File: config.mk
export PLATFORM = sky130hd
export DESIGN_NAME = weighted_least_used_link_selector_flat
export DESIGN_NICKNAME = d
export VERILOG_FILES = /design/src/rtl/core/wlls_pkg.sv /design/src/rtl/core/wlls_if.sv /design/src/rtl/core/wlls_cost_unit.sv /design/src/rtl/core/weighted_least_used_link_selector.sv /design/src/flat_wrapper.sv
export VERILOG_INCLUDE_DIRS = /design/src /design/src/rtl/core
export SDC_FILE = /design/constraint.sdc
export NUM_CORES = 1
export LEC_CHECK = 0
export BUFFER_PORTS_ARGS = -buffer_cell sky130_fd_sc_hd__buf_2
export CAP_MARGIN = 25
export CORE_ASPECT_RATIO = 1.4
export CORE_MARGIN = 2
export CORE_UTILIZATION = 30
export CTS_BUF_LIST = sky130_fd_sc_hd__clkbuf_8
export DETAILED_ROUTE_END_ITERATION = 8
export GPL_TIMING_DRIVEN = 0
export RECOVER_POWER = 100
export SLEW_MARGIN = 40
export SYNTH_ARGS = -nofsm -noshare
export SYNTH_HDL_FRONTEND = slang
export SYNTH_SLANG_ARGS = --single-unit
export TNS_END_PERCENT = 1
File: constraint.sdc
create_clock -name clk -period 7.2 [get_ports clk]
set_input_delay 1.44 -clock clk [delete_from_list [all_inputs] [get_ports clk]]
set_output_delay 1.44 -clock clk [all_outputs]
set_load 0.01 [all_outputs]
File: src/rtl/core/weighted_least_used_link_selector_assert.svh
// assertion macros shared by the link selector rtl
// depends on nothing; clock and reset are passed by the user of each macro
`ifndef WEIGHTED_LEAST_USED_LINK_SELECTOR_ASSERT_SVH
`define WEIGHTED_LEAST_USED_LINK_SELECTOR_ASSERT_SVH
`ifndef SYNTHESIS
`define WLLS_ASSERT(lbl, clk, rst_n, prop) \
	lbl: assert property (@(posedge clk) disable iff (!rst_n) (prop)) \
		else $error("wlls assertion failed");
`define WLLS_ASSERT_IMP(lbl, clk, rst_n, ante, cons) \
	lbl: assert property (@(posedge clk) disable iff (!rst_n) (ante) |-> (cons)) \
		else $error("wlls implication failed");
`else
`define WLLS_ASSERT(lbl, clk, rst_n, prop)
`define WLLS_ASSERT_IMP(lbl, clk, rst_n, ante, cons)
`endif
`endif

File: src/rtl/core/wlls_pkg.sv
// shared types and constants of the weighted least-used link selector
// no dependencies
package wlls_pkg;

	localparam int NUM_LINKS_DEF = 4;
	localparam int NUM_WEIGHTS   = 4;
	localparam int WEIGHT_W      = 8;
	localparam int COUNT_W       = 32;
	localparam int COST_W        = COUNT_W + WEIGHT_W;
	localparam int CFG_IDX_W     = 8;
	localparam int LINK_W        = 2;

	typedef enum logic [1:0] {
		MODE_CHOOSE = 2'd0,
		MODE_UP     = 2'd1,
		MODE_DOWN   = 2'd2,
		MODE_CLEAR  = 2'd3
	} mode_t;

	// control from the sequencer to the shared cost unit
	typedef struct packed {
		logic start;
		logic load;
		logic up;
	} cu_ctrl_t;

endpackage

File: src/rtl/core/wlls_if.sv
// handshake channels of the link selector: request, result and config write
// depends on wlls_pkg
interface wlls_req_if;
	logic                 valid;
	logic                 ready;
	wlls_pkg::mode_t      mode;
	logic [1:0]           link_index;
	modport source (output valid, output mode, output link_index, input ready);
	modport sink (input valid, input mode, input link_index, output ready);
endinterface

interface wlls_rsp_if;
	logic       valid;
	logic       ready;
	logic [1:0] chosen_link;
	logic       no_link_up;
	modport source (output valid, output chosen_link, output no_link_up, input ready);
	modport sink (input valid, input chosen_link, input no_link_up, output ready);
endinterface

interface wlls_cfg_if;
	logic                           valid;
	logic                           ready;
	logic [wlls_pkg::CFG_IDX_W-1:0] index;
	logic [wlls_pkg::WEIGHT_W-1:0]  data;
	modport source (output valid, output index, output data, input ready);
	modport sink (input valid, input index, input data, output ready);
endinterface

File: src/rtl/core/wlls_cost_unit.sv
// shared multiply and compare unit: one link cost per cycle, keeps the running minimum
// depends on wlls_pkg
module wlls_cost_unit #(
	parameter int IDX_W = 2
) (
	input  logic                         clk,
	input  logic                         arst_n,
	input  wlls_pkg::cu_ctrl_t           ctrl,
	input  logic [wlls_pkg::COUNT_W-1:0] count,
	input  logic [wlls_pkg::WEIGHT_W-1:0] weight,
	input  logic [IDX_W-1:0]             idx,
	output logic [IDX_W-1:0]             best,
	output logic                         found
);
	import wlls_pkg::*;

	logic [COST_W-1:0] prod_s1;
	logic              vld_s1;
	logic              up_s1;
	logic [IDX_W-1:0]  idx_s1;
	logic [COST_W-1:0] least_q;
	logic [IDX_W-1:0]  best_q;
	logic              found_q;

	always_ff @(posedge clk or negedge arst_n) begin
		if (!arst_n) begin
			vld_s1 <= 1'b0;
		end else begin
			vld_s1 <= ctrl.load;
		end
	end

	always_ff @(posedge clk) begin
		prod_s1 <= COST_W'(count) * COST_W'(weight);
		up_s1   <= ctrl.up;
		idx_s1  <= idx;
	end

	// ties go to the later link, so equal cost replaces
	always_ff @(posedge clk or negedge arst_n) begin
		if (!arst_n) begin
			found_q <= 1'b0;
			best_q  <= '0;
		end else if (ctrl.start) begin
			found_q <= 1'b0;
			best_q  <= '0;
		end else if (vld_s1 && up_s1 && (!found_q || prod_s1 <= least_q)) begin
			found_q <= 1'b1;
			best_q  <= idx_s1;
		end
	end

	always_ff @(posedge clk) begin
		if (vld_s1 && up_s1 && (!found_q || prod_s1 <= least_q)) begin
			least_q <= prod_s1;
		end
	end

	assign best  = best_q;
	assign found = found_q;

endmodule

File: src/rtl/core/weighted_least_used_link_selector.sv
// choose item: every link is scanned through the cost unit, the cost pipeline drains, then the
// result is registered once the result register is free, and the next item is taken back in idle;
// one cost multiply per link per cycle; link up, link down and clear items give no result
// reset: all counters zero, all links down, weights 1, no result pending
// depends on wlls_pkg, wlls_if, wlls_cost_unit and the assertion header
`include "weighted_least_used_link_selector_assert.svh"
module weighted_least_used_link_selector #(
	parameter int NUM_LINKS = wlls_pkg::NUM_LINKS_DEF
) (
	input  logic   clk,
	input  logic   arst_n,
	wlls_req_if.sink   req,
	wlls_rsp_if.source rsp,
	wlls_cfg_if.sink   cfg
);
	import wlls_pkg::*;

	localparam int IW = (NUM_LINKS > 1) ? $clog2(NUM_LINKS) : 1;

	typedef enum logic [1:0] {ST_IDLE, ST_SCAN, ST_DRAIN, ST_UPD} st_t;

	st_t                 state_q;
	logic [IW-1:0]       scan_q;
	logic [COUNT_W-1:0]  count_q [NUM_LINKS];
	logic [NUM_LINKS-1:0] link_up_q;
	logic [WEIGHT_W-1:0] weight_q [NUM_WEIGHTS];
	logic                out_vld_q;
	logic [LINK_W-1:0]   out_link_q;
	logic                out_none_q;

	logic                req_acc;
	logic                scan_last;
	logic                out_free;
	logic                upd_go;
	logic                ev_valid;
	logic                clr_all;
	logic [IW-1:0]       rd_idx;
	logic [IW+1:0]       scan_ext;
	logic [COUNT_W-1:0]  cnt_rd;
	logic [WEIGHT_W-1:0] scan_weight;
	logic [IW-1:0]       best;
	logic                found;
	logic [IW+1:0]       best_ext;
	cu_ctrl_t            cu_ctrl;

	assign req.ready = (state_q == ST_IDLE);
	assign cfg.ready = 1'b1;
	assign req_acc   = req.valid && req.ready;
	assign scan_last = (scan_q == IW'(NUM_LINKS - 1));
	assign out_free  = !out_vld_q || rsp.ready;
	assign upd_go    = (state_q == ST_UPD) && out_free;

	// link events beyond the link count are ignored entirely
	assign ev_valid = req_acc && (req.mode == MODE_UP || req.mode == MODE_DOWN)
		&& ({3'b000, req.link_index} < 5'(NUM_LINKS));
	assign clr_all  = ev_valid || (req_acc && req.mode == MODE_CLEAR);

	assign rd_idx   = (state_q == ST_UPD) ? best : scan_q;
	assign cnt_rd   = count_q[rd_idx];
	assign scan_ext = (IW + 2)'(scan_q);
	assign scan_weight = (scan_ext < (IW + 2)'(NUM_WEIGHTS)) ? weight_q[scan_ext[1:0]]
		: WEIGHT_W'(1);

	assign cu_ctrl.start = req_acc && req.mode == MODE_CHOOSE;
	assign cu_ctrl.load  = (state_q == ST_SCAN);
	assign cu_ctrl.up    = link_up_q[scan_q];

	wlls_cost_unit #(
		.IDX_W (IW)
	) u_cost (
		.clk    (clk),
		.arst_n (arst_n),
		.ctrl   (cu_ctrl),
		.count  (cnt_rd),
		.weight (scan_weight),
		.idx    (scan_q),
		.best   (best),
		.found  (found)
	);

	assign best_ext = (IW + 2)'(best);

	// sequencer and result register
	always_ff @(posedge clk or negedge arst_n) begin
		if (!arst_n) begin
			state_q    <= ST_IDLE;
			scan_q     <= '0;
			out_vld_q  <= 1'b0;
			out_link_q <= '0;
			out_none_q <= 1'b0;
		end else begin
			if (upd_go) begin
				out_vld_q <= 1'b1;
			end else if (rsp.ready) begin
				out_vld_q <= 1'b0;
			end
			case (state_q)
				ST_IDLE: begin
					if (req_acc && req.mode == MODE_CHOOSE) begin
						scan_q  <= '0;
						state_q <= ST_SCAN;
					end
				end
				ST_SCAN: begin
					if (scan_last) begin
						state_q <= ST_DRAIN;
					end else begin
						scan_q <= scan_q + 1'b1;
					end
				end
				ST_DRAIN: begin
					state_q <= ST_UPD;
				end
				ST_UPD: begin
					if (out_free) begin
						out_link_q <= best_ext[1:0];
						out_none_q <= !found;
						state_q    <= ST_IDLE;
					end
				end
				default: begin
					state_q <= ST_IDLE;
				end
			endcase
		end
	end

	// counters and link flags
	always_ff @(posedge clk or negedge arst_n) begin
		if (!arst_n) begin
			link_up_q <= '0;
			for (int j = 0; j < NUM_LINKS; j++) begin
				count_q[j] <= '0;
			end
		end else begin
			if (clr_all) begin
				for (int j = 0; j < NUM_LINKS; j++) begin
					count_q[j] <= '0;
				end
			end else if (upd_go && cnt_rd != {COUNT_W{1'b1}}) begin
				count_q[best] <= cnt_rd + 1'b1;
			end
			if (ev_valid) begin
				for (int j = 0; j < NUM_LINKS; j++) begin
					if (5'(j) == {3'b000, req.link_index}) begin
						link_up_q[j] <= (req.mode == MODE_UP);
					end
				end
			end
		end
	end

	// weight registers
	always_ff @(posedge clk or negedge arst_n) begin
		if (!arst_n) begin
			for (int j = 0; j < NUM_WEIGHTS; j++) begin
				weight_q[j] <= WEIGHT_W'(1);
			end
		end else if (cfg.valid && cfg.index < CFG_IDX_W'(NUM_WEIGHTS)) begin
			weight_q[cfg.index[1:0]] <= cfg.data;
		end
	end

	assign rsp.valid       = out_vld_q;
	assign rsp.chosen_link = out_link_q;
	assign rsp.no_link_up  = out_none_q;

	`WLLS_ASSERT_IMP(a_found_is_up, clk, arst_n, state_q == ST_UPD && found, link_up_q[best])
	`WLLS_ASSERT_IMP(a_none_all_down, clk, arst_n, state_q == ST_UPD && !found,
		link_up_q == '0 && best == '0)
	`WLLS_ASSERT_IMP(a_rsp_from_upd, clk, arst_n, $rose(out_vld_q), $past(state_q == ST_UPD))
	`WLLS_ASSERT_IMP(a_scan_in_range, clk, arst_n, state_q == ST_SCAN,
		scan_q <= IW'(NUM_LINKS - 1))

endmodule
File: src/flat_wrapper.sv
// flat-port wrapper written by rule: the top's interface ports become plain ports
module weighted_least_used_link_selector_flat import wlls_pkg::*;
#(
	parameter int NUM_LINKS = wlls_pkg::NUM_LINKS_DEF
)
  (clk, arst_n, req_valid, req_mode, req_link_index, req_ready, rsp_valid, rsp_chosen_link, rsp_no_link_up, rsp_ready, cfg_valid, cfg_index, cfg_data, cfg_ready);
  wlls_req_if req_i ();
  wlls_rsp_if rsp_i ();
  wlls_cfg_if cfg_i ();
  input  logic clk;
  input  logic arst_n;
  input wire logic [$bits(req_i.valid)-1:0] req_valid;
  input wire logic [$bits(req_i.mode)-1:0] req_mode;
  input wire logic [$bits(req_i.link_index)-1:0] req_link_index;
  output wire logic [$bits(req_i.ready)-1:0] req_ready;
  output wire logic [$bits(rsp_i.valid)-1:0] rsp_valid;
  output wire logic [$bits(rsp_i.chosen_link)-1:0] rsp_chosen_link;
  output wire logic [$bits(rsp_i.no_link_up)-1:0] rsp_no_link_up;
  input wire logic [$bits(rsp_i.ready)-1:0] rsp_ready;
  input wire logic [$bits(cfg_i.valid)-1:0] cfg_valid;
  input wire logic [$bits(cfg_i.index)-1:0] cfg_index;
  input wire logic [$bits(cfg_i.data)-1:0] cfg_data;
  output wire logic [$bits(cfg_i.ready)-1:0] cfg_ready;
  assign req_i.valid = req_valid;
  assign req_i.mode = req_mode;
  assign req_i.link_index = req_link_index;
  assign req_ready = req_i.ready;
  assign rsp_valid = rsp_i.valid;
  assign rsp_chosen_link = rsp_i.chosen_link;
  assign rsp_no_link_up = rsp_i.no_link_up;
  assign rsp_i.ready = rsp_ready;
  assign cfg_i.valid = cfg_valid;
  assign cfg_i.index = cfg_index;
  assign cfg_i.data = cfg_data;
  assign cfg_ready = cfg_i.ready;
  weighted_least_used_link_selector #(.NUM_LINKS(NUM_LINKS)) u_core (.clk(clk), .arst_n(arst_n), .req(req_i), .rsp(rsp_i), .cfg(cfg_i));
endmodule
==> results.md <==
* I/O pin count at 31
* Vias per cell at 4.89
* Clk pwr share at 0.150
* EDFF count, synth at 40
* Clk slew on worst S/H paths at 0.07 ns
* CTS tree: done
* Post-Syn Area at 20200 um2
* Synth Instances at 2156
* Max Cap Violations at 2
* Worst-margin pin slew at 3.01 ns
* Area share of the leading cell type in the synthesized netlist at 0.213
* Clk buf depth at 3
* Drt pass-1 iters at 5
* Hold path depth at 0
* CP Capture Type: register
* Total power at 8.50 mW
* Inst Count DP at 3044
* Critical path launch point type: register
* Asr flop ratio synth at 0.680
* Logic pwr share at 0.612
* HPWL after DPL at 41900 um
* Worst R2R Setup Slack at 0.19 ns
* Clk_lat worst skew at 0.60 ns
* Layout cells sized above 1 at 0.125
* Die area at 69400 um2
* WP data required at 7.67 ns
* Final Critical Period at 7.01 ns
* FP Rows at 112
* CTS Buf Count at 39
* Finished Cell Area at 22800 um2
* Power per cell area at 374 nW/um2
* Layout Nets at 2568
* Status: complete, but fails checks
* Worst endpoint data arrival time at 7.48 ns
* Final core utilization at 0.341
* Worst path max stage delay at 0.55 ns
* Unrepaired setup endpoints after global routing: true
* Switching share of power at 0.490
* Final WL at 54700 um
* Worst min-delay path category: reg2reg
* CP most frequent cell: fa_1
* Count leader, synth: nand2_1
* Met1 Routed Length at 20400 um
* DR top layer: met4
* Leakage at 10.7 nW
* Initial Utilization at 0.303
* ANT nets after route at 0
* Flop pwr share at 0.238
* Met3 WL at 2270 um
* Number of distinct library cells after synthesis at 77
* Seq/Total Area, Yosys at 0.320
* Most frequent cells after synthesis: nand2_1, inv_1, nor2_1, fa_1, dfrtp_1
* Wire length per cell at 17.4 um
* Max-slew violation count at 109
* Gp weighted congestion at 0.899
* Setup slack after layout at 0.192 ns
* Layout Area Growth over Synthesis at 12.7%
* TNS Setup at 0 ns
* Finish-stage setup viols at 0
* Max stage delay cell, worst path: fa_1
* Syn_area_per_cell at 9.37 um2
* CTS root buf: clkbuf_8
* CTS HTree Levels at 2
* Worst hold margin at 0.433 ns
* Cell Area, Placed at 21600 um2
* Hold_buf cts at 0
* Die W at 223 um
* Routed length on met2 at 28300 um
* Crit Reg-Reg Startpoint: u_core.state_q[0]
* Crit path kind: reg2reg
* Setup Skew at 0.0219 ns
* Peak supply drop at 0.000173 V
* Via Count at 15400
* Starting DRT DRC Count at 1030
* Failing checks: max-capacitance violations, max-slew violations
* Endpoints failing hold at 0
* Number of global-route vias before repair at 16000
* R2R depth at 27
* Congestion Overflow GR at 0
* Clock Sink Count at 259
* Hold Path End: u_core.u_cost.least_q[0]
* Worst slack at placement at -2.10 ns
* Fillers at 6935
* Top cells by area, synth: dfrtp_1, fa_1, ha_1
* End of the worst register-to-register path: u_core.u_cost.prod_s1[35]
* Yosys reg bits at 259
* Final worst path period share at 0.973
* Internal power at 4.34 mW
* Syn nets at 2470
* Core Region at 66700 um2
* GR Util All Layers at 0.158
* IO Port Bufs at 29
* Crit Path Max Fanout at 10
* Die Y at 311 um
* Hold Crit Start: u_core.u_cost.prod_s1[0]
* Largest net degree at the start of global routing at 71
* Rel. slew slack at -1.00
* Antenna violations before repair at 1
* Ys flop type: dfrtp_1
* # DRC at 0
* First-pass GRT wire length at 86700 um
* Cell Count, Final, Fillers Out at 3141
* Cell taking the most area after synthesis: dfrtp_1
* Synthesis Warnings at 0
* Max frequency at 143 MHz
* Sw power at 4.16 mW
==> logic make-up after synthesis <==
kind of cell,Yosys count,synth area share
mux,107,0.0680
xor+xnor,58,0.0252
other cells,1,0.000186
fa+ha+maj,289,0.246
simple gates,708,0.152
compound gates,342,0.110
buf+inv,392,0.0783
flops,259,0.320
==> critical path, delay by kind of cell (launching register included) <==
kind,cells,cell delay [ns]
AO/OA/AOI/OAI,6,1.36
buffers and inverters,9,1.33
adder cells (fa/ha/maj),6,2.63
flip-flops,1,0.40
AND/OR/NAND/NOR,5,0.82
multiplexers,1,0.26
==> power groups by stage <==
| stage | sequential [mW] | combinational, mW | clock, mW |
|---|---|---|---|
| CTS | 2.02 | 4.99 | 1.31 |
| finish | 2.02 | 5.20 | 1.28 |
| detailed placement | 2.04 | 4.86 | 0 |
| global route | 2.06 | 5.80 | 1.37 |
| floorplan | 1.98 | 3.49 | 0 |
| global placement | 2.04 | 4.77 | 0 |
==> cells in the final DEF (no fill, tap or decap), types with 16 or more instances in the layout <==
cell,synthesis,final
a21o_1,37,37
clkbuf_1,54,66
fa_1,180,180
clkbuf_8,0,49
buf_4,7,30
ha_1,109,105
xnor2_1,35,35
o31ai_1,66,64
nand2b_1,18,18
dfxtp_1,43,43
nand3_1,51,50
mux2_2,55,55
nand2_1,294,294
inv_1,293,301
o2bb2ai_1,17,17
nor2_1,255,255
o21ai_0,83,84
mux2i_1,33,32
or2_2,17,16
dfrtp_1,172,172
edfxtp_1,40,40
a21oi_1,57,54
xor2_1,23,23
nand4_1,19,19
mux4_2,16,16
buf_2,27,32
==> layer usage <==
| metal | vias up | global-route usage |
|---|---|---|
| met4 | 0 | 0.0992 |
| met3 | 148 | 0.0179 |
| met1 | 7547 | 0.172 |
| met5 | - | 0 |
| met2 | 411 | 0.292 |
| li1 | 7263 | - |
==> timing repair <==
item                                    in CTS  in global routing
buffers inserted                             3                 25
endpoints found under the setup margin      32                 13
gates cloned                                 0                  1
resized for setup                           48                 43
pin swaps                                    1                  2
==> worst max-delay path by stage <==
stage,start,to
after floorplan,u_core.state_q[0],u_core.u_cost.prod_s1[35]
after global placement,u_core.state_q[1],u_core.u_cost.prod_s1[35]
after detailed placement,u_core.state_q[1],u_core.u_cost.prod_s1[35]
after CTS,u_core.scan_q[1],u_core.u_cost.prod_s1[36]
after global routing,u_core.scan_q[1],u_core.u_cost.prod_s1[32]
final,u_core.state_q[0],u_core.u_cost.prod_s1[35]
==> state kept, by name, summed over array words and instances, names as in the netlist <==
| signal | count |
|---|---|
| u_core.count_q | 128 |
| u_core.u_cost.least_q | 40 |
| u_core.u_cost.prod_s1 | 40 |
| u_core.weight_q | 32 |
| u_core.link_up_q | 4 |
| u_core.rsp.chosen_link | 2 |
| u_core.scan_q | 2 |
| u_core.state_q | 2 |
| u_core.u_cost.best | 2 |
| u_core.u_cost.idx_s1 | 2 |
| u_core.rsp.no_link_up | 1 |
| u_core.rsp.valid | 1 |
| u_core.u_cost.found | 1 |
| u_core.u_cost.up_s1 | 1 |
| u_core.u_cost.vld_s1 | 1 |
==> area by class of cell <==
cell class	instances	area [um2]	area share
plain buffers	94	554	0.0244
clock buffers	48	661	0.0290
inverters	293	1100	0.0483
repair buffers	61	398	0.0175
clock inverters	24	146	0.00643
well taps	855	1070	0.0470
flip-flops and latches	259	6470	0.284
diodes	1	2.50	0.000110
multi-input cells	1506	12300	0.543
No activity file was read; power rests on OpenSTA's default activity.
